<file path="src/rtl/core/csstok_pkg.sv">
package csstok_pkg;

   localparam int HOLD_DEPTH = 16;
   localparam int CNT_W      = $clog2(HOLD_DEPTH + 1);
   localparam int IDX_W      = (HOLD_DEPTH > 1) ? $clog2(HOLD_DEPTH) : 1;

   localparam logic [7:0] CH_LBRACE = 8'h7B;
   localparam logic [7:0] CH_RBRACE = 8'h7D;
   localparam logic [7:0] CH_COLON  = 8'h3A;
   localparam logic [7:0] CH_SEMI   = 8'h3B;
   localparam logic [7:0] CH_QUOTE  = 8'h22;
   localparam logic [7:0] CH_NL     = 8'h0A;
   localparam logic [7:0] CH_SPACE  = 8'h20;
   localparam logic [7:0] CH_TAB    = 8'h09;

   localparam logic [1:0] KIND_SEL   = 2'd0;
   localparam logic [1:0] KIND_PROP  = 2'd1;
   localparam logic [1:0] KIND_VALUE = 2'd2;

   localparam logic [1:0] MARK_DATA  = 2'd0;
   localparam logic [1:0] MARK_TOKEN = 2'd1;
   localparam logic [1:0] MARK_RULE  = 2'd2;
   localparam logic [1:0] MARK_MALF  = 2'd3;

   typedef struct packed {
      logic [7:0] in_byte;
      logic       end_of_text;
   } req_type;

   typedef struct packed {
      logic [7:0] out_byte;
      logic [1:0] token_kind;
      logic [1:0] marker;
      logic       pending_overflow;
      logic       last_of_run;
   } rsp_type;

   typedef struct packed {
      logic             flush;
      logic [CNT_W-1:0] cnt;
      logic             ovf;
      logic [7:0]       chr;
      logic [1:0]       kind;
      logic [1:0]       marker;
      logic             rule_end;
   } cmd_type;

   typedef struct packed {
      logic             en;
      logic [IDX_W-1:0] addr;
      logic [7:0]       data;
   } hold_wr_type;

endpackage

</file>
<file path="src/rtl/core/csstok_front.sv">
module csstok_front (
   input  logic                   clock,
   input  logic                   reset,
   input  logic                   req_valid,
   output logic                   req_ready,
   input  csstok_pkg::req_type     req_data,
   input  logic                   q_full,
   output logic                   push,
   output csstok_pkg::cmd_type     cmd,
   output csstok_pkg::hold_wr_type hold_wr,
   input  logic                   flush_done
);
   import csstok_pkg::*;

   typedef enum logic [2:0] {
      PH_BETWEEN = 3'd0,
      PH_RULE    = 3'd1,
      PH_DSKIP   = 3'd2,
      PH_PROP    = 3'd3,
      PH_VSKIP   = 3'd4,
      PH_VAL     = 3'd5,
      PH_STR     = 3'd6
   } phase_type;

   phase_type        phase_ff, phase_in, phase_mid;
   logic [CNT_W-1:0] cnt_ff, cnt_in;
   logic             dropped_ff, dropped_in;
   logic             busy_ff;
   logic             accept, ws, has_cmd, hold_req, drop_req, flush_req, end_val;
   logic [7:0]       c;
   cmd_type          cmd_c;

   assign c         = req_data.in_byte;
   assign req_ready = !q_full && !busy_ff;
   assign accept    = req_valid && req_ready;
   assign ws        = (c == CH_NL) || (c == CH_SPACE) || (c == CH_TAB);

   always_comb begin
      phase_mid = phase_ff;
      has_cmd   = 1'b0;
      hold_req  = 1'b0;
      drop_req  = 1'b0;
      flush_req = 1'b0;
      end_val   = 1'b0;
      cmd_c     = '0;
      unique case (phase_ff)
         PH_BETWEEN: begin
            if (!ws) begin
               has_cmd = 1'b1;
               cmd_c.kind = KIND_SEL;
               if (c == CH_LBRACE) begin
                  cmd_c.marker = MARK_TOKEN;
                  phase_mid = PH_DSKIP;
               end else begin
                  cmd_c.chr = c;
                  phase_mid = PH_RULE;
               end
            end
         end
         PH_RULE: begin
            if (ws) begin
               hold_req = 1'b1;
            end else if (c == CH_LBRACE) begin
               drop_req = 1'b1;
               has_cmd = 1'b1;
               cmd_c.kind = KIND_SEL;
               cmd_c.marker = MARK_TOKEN;
               phase_mid = PH_DSKIP;
            end else begin
               flush_req = 1'b1;
               has_cmd = 1'b1;
               cmd_c.kind = KIND_SEL;
               cmd_c.chr = c;
            end
         end
         PH_DSKIP: begin
            if (!ws) begin
               has_cmd = 1'b1;
               if (c == CH_RBRACE) begin
                  cmd_c.kind = KIND_SEL;
                  cmd_c.marker = MARK_RULE;
                  phase_mid = PH_BETWEEN;
               end else if (c == CH_COLON) begin
                  cmd_c.kind = KIND_PROP;
                  cmd_c.marker = MARK_TOKEN;
                  phase_mid = PH_VSKIP;
               end else begin
                  cmd_c.kind = KIND_PROP;
                  cmd_c.chr = c;
                  phase_mid = PH_PROP;
               end
            end
         end
         PH_PROP: begin
            if (ws) begin
               hold_req = 1'b1;
            end else if (c == CH_COLON) begin
               drop_req = 1'b1;
               has_cmd = 1'b1;
               cmd_c.kind = KIND_PROP;
               cmd_c.marker = MARK_TOKEN;
               phase_mid = PH_VSKIP;
            end else begin
               flush_req = 1'b1;
               has_cmd = 1'b1;
               cmd_c.kind = KIND_PROP;
               cmd_c.chr = c;
            end
         end
         PH_VSKIP: begin
            if (!ws) begin
               has_cmd = 1'b1;
               if ((c == CH_SEMI) || (c == CH_RBRACE)) begin
                  end_val = 1'b1;
               end else begin
                  cmd_c.kind = KIND_VALUE;
                  cmd_c.chr = c;
                  phase_mid = (c == CH_QUOTE) ? PH_STR : PH_VAL;
               end
            end
         end
         PH_VAL: begin
            if (ws) begin
               hold_req = 1'b1;
            end else if ((c == CH_SEMI) || (c == CH_RBRACE)) begin
               has_cmd = 1'b1;
               end_val = 1'b1;
            end else begin
               flush_req = 1'b1;
               has_cmd = 1'b1;
               cmd_c.kind = KIND_VALUE;
               cmd_c.chr = c;
               if (c == CH_QUOTE) begin
                  phase_mid = PH_STR;
               end
            end
         end
         PH_STR: begin
            has_cmd = 1'b1;
            cmd_c.kind = KIND_VALUE;
            cmd_c.chr = c;
            if (c == CH_QUOTE) begin
               phase_mid = PH_VAL;
            end
         end
         default: begin
            drop_req = 1'b1;
            phase_mid = PH_BETWEEN;
         end
      endcase

      if (end_val) begin
         drop_req = 1'b1;
         cmd_c.kind = KIND_VALUE;
         cmd_c.marker = MARK_TOKEN;
         cmd_c.rule_end = (c == CH_RBRACE);
         phase_mid = (c == CH_RBRACE) ? PH_BETWEEN : PH_DSKIP;
      end

      if (flush_req) begin
         cmd_c.flush = 1'b1;
         cmd_c.cnt = cnt_ff;
         cmd_c.ovf = dropped_ff;
      end

      cnt_in = cnt_ff;
      dropped_in = dropped_ff;
      hold_wr = '0;
      hold_wr.addr = cnt_ff[IDX_W-1:0];
      hold_wr.data = c;
      if (hold_req) begin
         if (cnt_ff < CNT_W'(HOLD_DEPTH)) begin
            hold_wr.en = accept;
            cnt_in = cnt_ff + CNT_W'(1);
         end else begin
            dropped_in = 1'b1;
         end
      end
      if (drop_req || flush_req) begin
         cnt_in = '0;
         dropped_in = 1'b0;
      end

      phase_in = phase_mid;
      if (req_data.end_of_text) begin
         if (phase_mid != PH_BETWEEN) begin
            has_cmd = 1'b1;
            cmd_c = '0;
            cmd_c.marker = MARK_MALF;
            if (phase_mid == PH_RULE) begin
               cmd_c.kind = KIND_SEL;
            end else if ((phase_mid == PH_DSKIP) || (phase_mid == PH_PROP)) begin
               cmd_c.kind = KIND_PROP;
            end else begin
               cmd_c.kind = KIND_VALUE;
            end
         end
         phase_in = PH_BETWEEN;
         cnt_in = '0;
         dropped_in = 1'b0;
      end
   end

   assign cmd  = cmd_c;
   assign push = accept && has_cmd;

   always_ff @(posedge clock) begin
      if (reset) begin
         phase_ff   <= PH_BETWEEN;
         cnt_ff     <= '0;
         dropped_ff <= 1'b0;
         busy_ff    <= 1'b0;
      end else begin
         if (accept) begin
            phase_ff   <= phase_in;
            cnt_ff     <= cnt_in;
            dropped_ff <= dropped_in;
         end
         if (push && cmd_c.flush && (cmd_c.cnt != '0)) begin
            busy_ff <= 1'b1;
         end else if (flush_done) begin
            busy_ff <= 1'b0;
         end
      end
   end

endmodule

</file>
<file path="src/rtl/core/csstok_queue.sv">
module csstok_queue (
   input  logic               clock,
   input  logic               reset,
   input  logic               push,
   input  csstok_pkg::cmd_type push_data,
   output logic               full,
   input  logic               pop,
   output logic               head_valid,
   output csstok_pkg::cmd_type head_data
);
   import csstok_pkg::*;

   cmd_type    entry_ff [2];
   logic       wr_ptr_ff, rd_ptr_ff;
   logic [1:0] count_ff;

   assign full       = (count_ff == 2'd2);
   assign head_valid = (count_ff != 2'd0);
   assign head_data  = entry_ff[rd_ptr_ff];

   always_ff @(posedge clock) begin
      if (push) begin
         entry_ff[wr_ptr_ff] <= push_data;
      end
   end

   always_ff @(posedge clock) begin
      if (reset) begin
         wr_ptr_ff <= 1'b0;
         rd_ptr_ff <= 1'b0;
         count_ff  <= 2'd0;
      end else begin
         if (push) begin
            wr_ptr_ff <= !wr_ptr_ff;
         end
         if (pop) begin
            rd_ptr_ff <= !rd_ptr_ff;
         end
         count_ff <= count_ff + {1'b0, push} - {1'b0, pop};
      end
   end

endmodule

</file>
<file path="src/rtl/core/csstok_back.sv">
module csstok_back (
   input  logic                   clock,
   input  logic                   reset,
   input  logic                   head_valid,
   input  csstok_pkg::cmd_type     head_data,
   output logic                   pop,
   input  csstok_pkg::hold_wr_type hold_wr,
   output logic                   flush_done,
   output logic                   rsp_valid,
   input  logic                   rsp_ready,
   output csstok_pkg::rsp_type     rsp_data
);
   import csstok_pkg::*;

   typedef enum logic [2:0] {
      B_IDLE = 3'd0,
      B_READ = 3'd1,
      B_HOLD = 3'd2,
      B_MAIN = 3'd3,
      B_RULE = 3'd4
   } back_state_type;

   back_state_type   state_ff, state_in;
   cmd_type          cmd_ff;
   logic [IDX_W-1:0] idx_ff, idx_in;
   logic [7:0]       mem [HOLD_DEPTH];
   logic [7:0]       rd_ff;
   logic             rsp_valid_ff, rsp_valid_in;
   rsp_type          rsp_ff, rsp_in;
   logic             slot_free, last_held, fire;
   logic [7:0]       held_chr;

   assign slot_free  = !rsp_valid_ff || rsp_ready;
   assign last_held  = ((CNT_W'(idx_ff) + CNT_W'(1)) == cmd_ff.cnt);
   assign held_chr   = ((cmd_ff.kind == KIND_SEL) && (rd_ff == CH_NL)) ? CH_SPACE : rd_ff;
   assign flush_done = (state_ff == B_HOLD) && slot_free && last_held;
   assign pop        = head_valid && ((state_ff == B_IDLE) ||
                       ((state_ff == B_MAIN) && slot_free && !cmd_ff.rule_end) ||
                       ((state_ff == B_RULE) && slot_free));
   assign rsp_valid  = rsp_valid_ff;
   assign rsp_data   = rsp_ff;

   always_ff @(posedge clock) begin
      if (hold_wr.en) begin
         mem[hold_wr.addr] <= hold_wr.data;
      end
      rd_ff <= mem[idx_ff];
   end

   always_comb begin
      state_in = state_ff;
      idx_in   = idx_ff;
      rsp_in   = rsp_ff;
      fire     = 1'b0;
      unique case (state_ff)
         B_IDLE: begin
         end
         B_READ: begin
            state_in = B_HOLD;
         end
         B_HOLD: begin
            if (slot_free) begin
               fire = 1'b1;
               rsp_in = '{out_byte: held_chr, token_kind: cmd_ff.kind,
                          marker: MARK_DATA, pending_overflow: cmd_ff.ovf,
                          last_of_run: 1'b0};
               idx_in = idx_ff + IDX_W'(1);
               state_in = last_held ? B_MAIN : B_READ;
            end
         end
         B_MAIN: begin
            if (slot_free) begin
               fire = 1'b1;
               rsp_in = '{out_byte: cmd_ff.chr, token_kind: cmd_ff.kind,
                          marker: cmd_ff.marker, pending_overflow: cmd_ff.ovf,
                          last_of_run: !cmd_ff.rule_end};
               state_in = cmd_ff.rule_end ? B_RULE : B_IDLE;
            end
         end
         B_RULE: begin
            if (slot_free) begin
               fire = 1'b1;
               rsp_in = '{out_byte: 8'd0, token_kind: KIND_SEL,
                          marker: MARK_RULE, pending_overflow: 1'b0,
                          last_of_run: 1'b1};
               state_in = B_IDLE;
            end
         end
         default: begin
            state_in = B_IDLE;
         end
      endcase
      if (pop) begin
         idx_in = '0;
         state_in = (head_data.flush && (head_data.cnt != '0)) ? B_READ : B_MAIN;
      end
      rsp_valid_in = fire || (rsp_valid_ff && !rsp_ready);
   end

   always_ff @(posedge clock) begin
      if (reset) begin
         state_ff     <= B_IDLE;
         rsp_valid_ff <= 1'b0;
      end else begin
         state_ff     <= state_in;
         rsp_valid_ff <= rsp_valid_in;
         idx_ff       <= idx_in;
         rsp_ff       <= rsp_in;
         if (pop) begin
            cmd_ff <= head_data;
         end
      end
   end

endmodule

</file>
<file path="src/rtl/core/css_rule_declaration_tokenizer.sv">
// A result reaches the output register through the queue entry and the back end's
// command register; a byte that first flushes held whitespace waits behind the held bytes.
// Throughput: one byte per cycle while each byte gives at most one result and the output
// is not stalled; a value closed by '}' also gives a rule-end result, and a whitespace
// flush of N held bytes adds N results. Input stalls after it until the last is sent.
// Synchronous reset clears phase, hold count, queue and output stage, not the hold buffer.
module css_rule_declaration_tokenizer (
   input  logic               clock,
   input  logic               reset,
   input  logic               req_valid,
   output logic               req_ready,
   input  csstok_pkg::req_type req_data,
   output logic               rsp_valid,
   input  logic               rsp_ready,
   output csstok_pkg::rsp_type rsp_data
);
   import csstok_pkg::*;

   logic        q_full, push, pop, head_valid, flush_done;
   cmd_type     cmd, head_data;
   hold_wr_type hold_wr;

   csstok_front u_front (
      .clock      (clock),
      .reset      (reset),
      .req_valid  (req_valid),
      .req_ready  (req_ready),
      .req_data   (req_data),
      .q_full     (q_full),
      .push       (push),
      .cmd        (cmd),
      .hold_wr    (hold_wr),
      .flush_done (flush_done)
   );

   csstok_queue u_queue (
      .clock      (clock),
      .reset      (reset),
      .push       (push),
      .push_data  (cmd),
      .full       (q_full),
      .pop        (pop),
      .head_valid (head_valid),
      .head_data  (head_data)
   );

   csstok_back u_back (
      .clock      (clock),
      .reset      (reset),
      .head_valid (head_valid),
      .head_data  (head_data),
      .pop        (pop),
      .hold_wr    (hold_wr),
      .flush_done (flush_done),
      .rsp_valid  (rsp_valid),
      .rsp_ready  (rsp_ready),
      .rsp_data   (rsp_data)
   );

endmodule

</file>
<file path="config.mk">
export PLATFORM = sky130hd
export DESIGN_NAME = css_rule_declaration_tokenizer
export DESIGN_NICKNAME = d
export VERILOG_FILES = /design/src/rtl/core/csstok_pkg.sv /design/src/rtl/core/csstok_front.sv /design/src/rtl/core/csstok_queue.sv /design/src/rtl/core/csstok_back.sv /design/src/rtl/core/css_rule_declaration_tokenizer.sv
export SDC_FILE = /design/constraint.sdc
export NUM_CORES = 1
export LEC_CHECK = 0
export BUFFER_PORTS_ARGS = -buffer_cell sky130_fd_sc_hd__buf_2
export CAP_MARGIN = 20
export CORE_MARGIN = 2
export CORE_UTILIZATION = 45
export CTS_CLUSTER_SIZE = 40
export DETAILED_ROUTE_END_ITERATION = 16
export GPL_TIMING_DRIVEN = 0
export SLEW_MARGIN = 10
export SYNTH_ARGS = -nofsm -noshare
export SYNTH_HDL_FRONTEND = slang
export SYNTH_SLANG_ARGS = --single-unit
</file>
<file path="constraint.sdc">
create_clock -name clock -period 9.8 [get_ports clock]
set_input_delay 1.96 -clock clock [delete_from_list [all_inputs] [get_ports clock]]
set_output_delay 1.96 -clock clock [all_outputs]
set_load 0.005 [all_outputs]
</file>
==> impl_metrics.py <==
metrics = {
    "drt": {
        "routedWlPerCell_um": 21.39,
        "wirelength_met1_um": 9389,
        "routed_wirelength_um": 20820,
        "dr_total_vias": 5574,
        "met3_wirelength_um": 1307,
        "drtPass1Iterations": 5,
        "route.met2.wl_um": 9697,
        "drtIter0Drc": 433,
        "top_signal_layer_used": "met4",
        "detail_route.vias_per_cell": 5.729,
        "antenna_violating_nets_post_route": 0,
        "post-route-drc-count": 0,
    },
    "sta": {
        "number_of_hold_slack_violations_in_the_final_timing_report": 0,
        "final.setup.tns_ps": 0,
        "fmax_mhz": 199.1,
        "rsz0062_at_grt": "false",
        "fin_worst_skew_ps": 19.51,
        "timing.final.crit_share": 0.5125,
        "setup_viol": 0,
        "worst_slew_pin_slew_ps": 942.6,
        "final_max_slew_viol_count": 0,
        "finalWorstSetupSlack_ps": 4778,
        "final.min_clock_period_ps": 5023,
        "timing.hold.ws_ps": 522.2,
        "timing.max_slew.rel_slack": 0.3716,
    },
    "min_path": {
        "hp-class": "reg2reg",
    },
    "place": {
        "placed_area_um2": 10330,
        "post-place-ws_ps": 4227,
        "finalWeightedCongestion": 0.8926,
        "detailed_place_hpwl_um": 14120,
        "numPortBuffers": 26,
    },
    "synthesis": {
        "synth_top_flop_cell": "sky130_fd_sc_hd__edfxtp_1",
        "synth_sequential_area_ratio": 0.6806,
        "async_set_reset_flop_share_out_of_synthesis": 0,
        "synth.ff_latch_count": 232,
        "synth_top_cell_by_area": "sky130_fd_sc_hd__edfxtp_1",
        "combinational_family_with_the_most_area_after_synthesis": "multiplexers",
        "synthCells": 620,
        "post_synth_xor_area_fraction": 0.008901,
        "synth_area_um2": 9839,
        "yosysWarnings": 0,
        "synth_top_cell_area_share": 0.6256,
        "synthesis.nets": 640,
        "post_synth_mux_area_share": 0.1180,
        "post_synthesis_share_of_cell_area_spent_on_and_or_nand_and_nor_gates": 0.09486,
        "synth-compound-area-share": 0.07057,
        "post_synth_num_cell_types": 70,
        "synth_area_leaders": "sky130_fd_sc_hd__edfxtp_1 (63%), sky130_fd_sc_hd__mux4_2 (9.2%), sky130_fd_sc_hd__dfxtp_1 (5.5%), sky130_fd_sc_hd__mux2_2 (2.3%), sky130_fd_sc_hd__and2_1 (2.1%)",
        "yosys.area_share.adder": 0.008901,
        "avgSynthCellArea_um2": 15.87,
        "synth-edff-count": 205,
    },
    "finish": {
        "area_delta_synth_final_pct": 12.95,
        "final.fill_count": 1807,
        "multi_input_comb_area_um2": 2972,
        "final_common_cell": "sky130_fd_sc_hd__edfxtp_1",
        "layout_common_cells": "sky130_fd_sc_hd__edfxtp_1 (205), sky130_fd_sc_hd__nor2_1 (44), sky130_fd_sc_hd__mux4_2 (40)",
        "register_area_um2": 6696,
        "drive_above_1_share": 0.1962,
        "post-route-cell-area_um2": 11110,
        "insertedDiodeCount": 0,
        "nNetsFinal": 694,
    },
    "cts": {
        "cts_inserted_buffers": 25,
        "number_of_gates_given_a_new_drive_strength_after_cts": 0,
        "ctsHoldBuffers": 0,
        "cts_num_sinks": 232,
        "cts_max_path_buffers": 3,
        "postCtsSetupRepairBufs": 0,
        "worst_setup_hold_path_clk_slew_ps": 60,
        "tritoncts": "built",
        "htreeDepth": 1,
        "master_cell_of_the_clock_root_buffer": "sky130_fd_sc_hd__clkbuf_16",
        "worstSkewPairLatency_ps": 520,
    },
    "worst_setup_path": {
        "required_ps": 9930,
        "path_max_fanout": 20,
        "end_kind": "flop",
        "worstPathArrival_ps": 5150,
        "crit_type": "in2reg",
        "crit_path_start_kind": "input pin",
    },
    "power_and_ir_drop": {
        "vdd_drop_max_uv": 155.9,
        "p_leak_nw": 3.675,
        "total_power_density_per_cell_area_nw_per_um2": 238.6,
    },
    "run": {
        "maxCapViolations": 0,
    },
    "die": {
        "fp-row-count": 54,
        "coreArea_um2": 21620,
        "dieWidth_um": 151.9,
        "die_area_um2": 23060,
        "initial_cell_density_of_the_core": 0.4551,
        "ioPinCount": 29,
        "die_y_um": 151.9,
    },
    "global_routing": {
        "wire_length_of_the_first_global_routing_pass_um": 32600,
        "first_global_vias": 5632,
        "global_route.overflow_total": 0,
        "grt_max_degree": 26,
        "antenna_found_initial": 0,
        "grt_usage": 0.1813,
    },
    "run_status": {
        "run_status": "finished, final reports clean",
    },
}
## state kept, by name, summed over array words and instances (netlist names), named ones only
register            cells
u_back.rd_ff            8
u_back.cmd_ff          19
u_queue.count_ff        2
u_front.phase_ff        3
u_front.busy_ff         1
u_back.mem            128
u_queue.rd_ptr_ff       1
u_front.cnt_ff          5
u_back.rsp_data        14
u_front.dropped_ff      1
u_queue.wr_ptr_ff       1
u_back.idx_ff           4
u_back.state_ff         3
u_back.rsp_valid        1
u_queue.entry_ff       40
## through the flow
stage | std cells | power [W] | util
2_1_floorplan | 620 | 0.001631 | -
3_3_place_gp | 926 | 0.001785 | 0.4773
3_5_place_dp | 927 | 0.001799 | 0.4780
4_1_cts | 973 | 0.002671 | 0.5140
5_1_grt | 973 | 0.002768 | 0.5140
6_report | 973 | 0.002651 | 0.5140
## worst paths after layout
path,from,end,slack (ps),cells after the start
min,u_queue.rd_ptr_ff,u_queue.rd_ptr_ff,520,2
max reg2reg,u_front.phase_ff[2],u_queue.entry_ff[0][8],6480,8
min reg2reg,u_queue.rd_ptr_ff,u_queue.rd_ptr_ff,520,2
max,req_data[2],u_queue.entry_ff[0][8],4780,9
## layout make-up
cell class / instances / area share
sequential: 232 / 0.6026
multi-input combinational: 341 / 0.2674
clock buffer: 39 / 0.06553
tap: 280 / 0.03152
timing repair buffer: 27 / 0.01238
buffer: 35 / 0.01205
clock inverter: 7 / 0.004503
inverter: 12 / 0.004053
## routing by layer
metal / global-route usage / vias up
li1: - / 2558
met5: 0 / -
met3: 0.03023 / 31
met2: 0.2853 / 182
met1: 0.2651 / 2803
met4: 0.04895 / 0
## synthesized netlist by cell type (3+ instances only)
master and n:
sky130_fd_sc_hd__a211oi_1 3, sky130_fd_sc_hd__a21oi_1 26, sky130_fd_sc_hd__a22o_1 3, sky130_fd_sc_hd__a22oi_1 6
sky130_fd_sc_hd__a31oi_1 4, sky130_fd_sc_hd__and2_1 33, sky130_fd_sc_hd__and3_1 3, sky130_fd_sc_hd__and3b_1 4
sky130_fd_sc_hd__buf_1 5, sky130_fd_sc_hd__clkbuf_1 28, sky130_fd_sc_hd__dfxtp_1 27, sky130_fd_sc_hd__edfxtp_1 205
sky130_fd_sc_hd__ha_1 7, sky130_fd_sc_hd__inv_1 12, sky130_fd_sc_hd__mux2_2 20, sky130_fd_sc_hd__mux4_2 40
sky130_fd_sc_hd__nand2_1 15, sky130_fd_sc_hd__nand2b_1 7, sky130_fd_sc_hd__nand3_1 6, sky130_fd_sc_hd__nand4b_1 4
sky130_fd_sc_hd__nor2_1 44, sky130_fd_sc_hd__nor2b_1 8, sky130_fd_sc_hd__nor3_1 12, sky130_fd_sc_hd__nor3b_1 4
sky130_fd_sc_hd__nor4_1 5, sky130_fd_sc_hd__nor4b_1 3, sky130_fd_sc_hd__o211a_1 4, sky130_fd_sc_hd__o211ai_1 6
sky130_fd_sc_hd__o21ai_0 9, sky130_fd_sc_hd__o22ai_1 8, sky130_fd_sc_hd__or3_1 4, sky130_fd_sc_hd__xnor2_1 4
sky130_fd_sc_hd__xor2_1 6
## report_power, final
| group | switching [W] | total [W] | internal, W |
|---|---|---|---|
| clock network | 0.000365 | 0.000877 | 0.000512 |
| registers | 0.0000484 | 0.00124 | 0.00119 |
| logic | 0.000295 | 0.000535 | 0.000240 |
## worst max-delay path, cell delays in order
cell                        delay (ps)
sky130_fd_sc_hd__buf_2             310
sky130_fd_sc_hd__clkbuf_1          410
sky130_fd_sc_hd__nor4bb_1          150
sky130_fd_sc_hd__o31ai_2           620
sky130_fd_sc_hd__inv_1             240
sky130_fd_sc_hd__a2bb2oi_1         270
sky130_fd_sc_hd__o21ai_0           130
sky130_fd_sc_hd__a21oi_2           250
sky130_fd_sc_hd__and2_1            790
## cells by family after synthesis
kind of cell             after synthesis
AND/OR/NAND/NOR                      165
multiplexers                          63
buffers and inverters                 47
AO/OA/AOI/OAI                         96
adder cells (fa/ha/maj)                7
XOR/XNOR                              10
flip-flops                           232
Power figures use the tool's default switching activity.
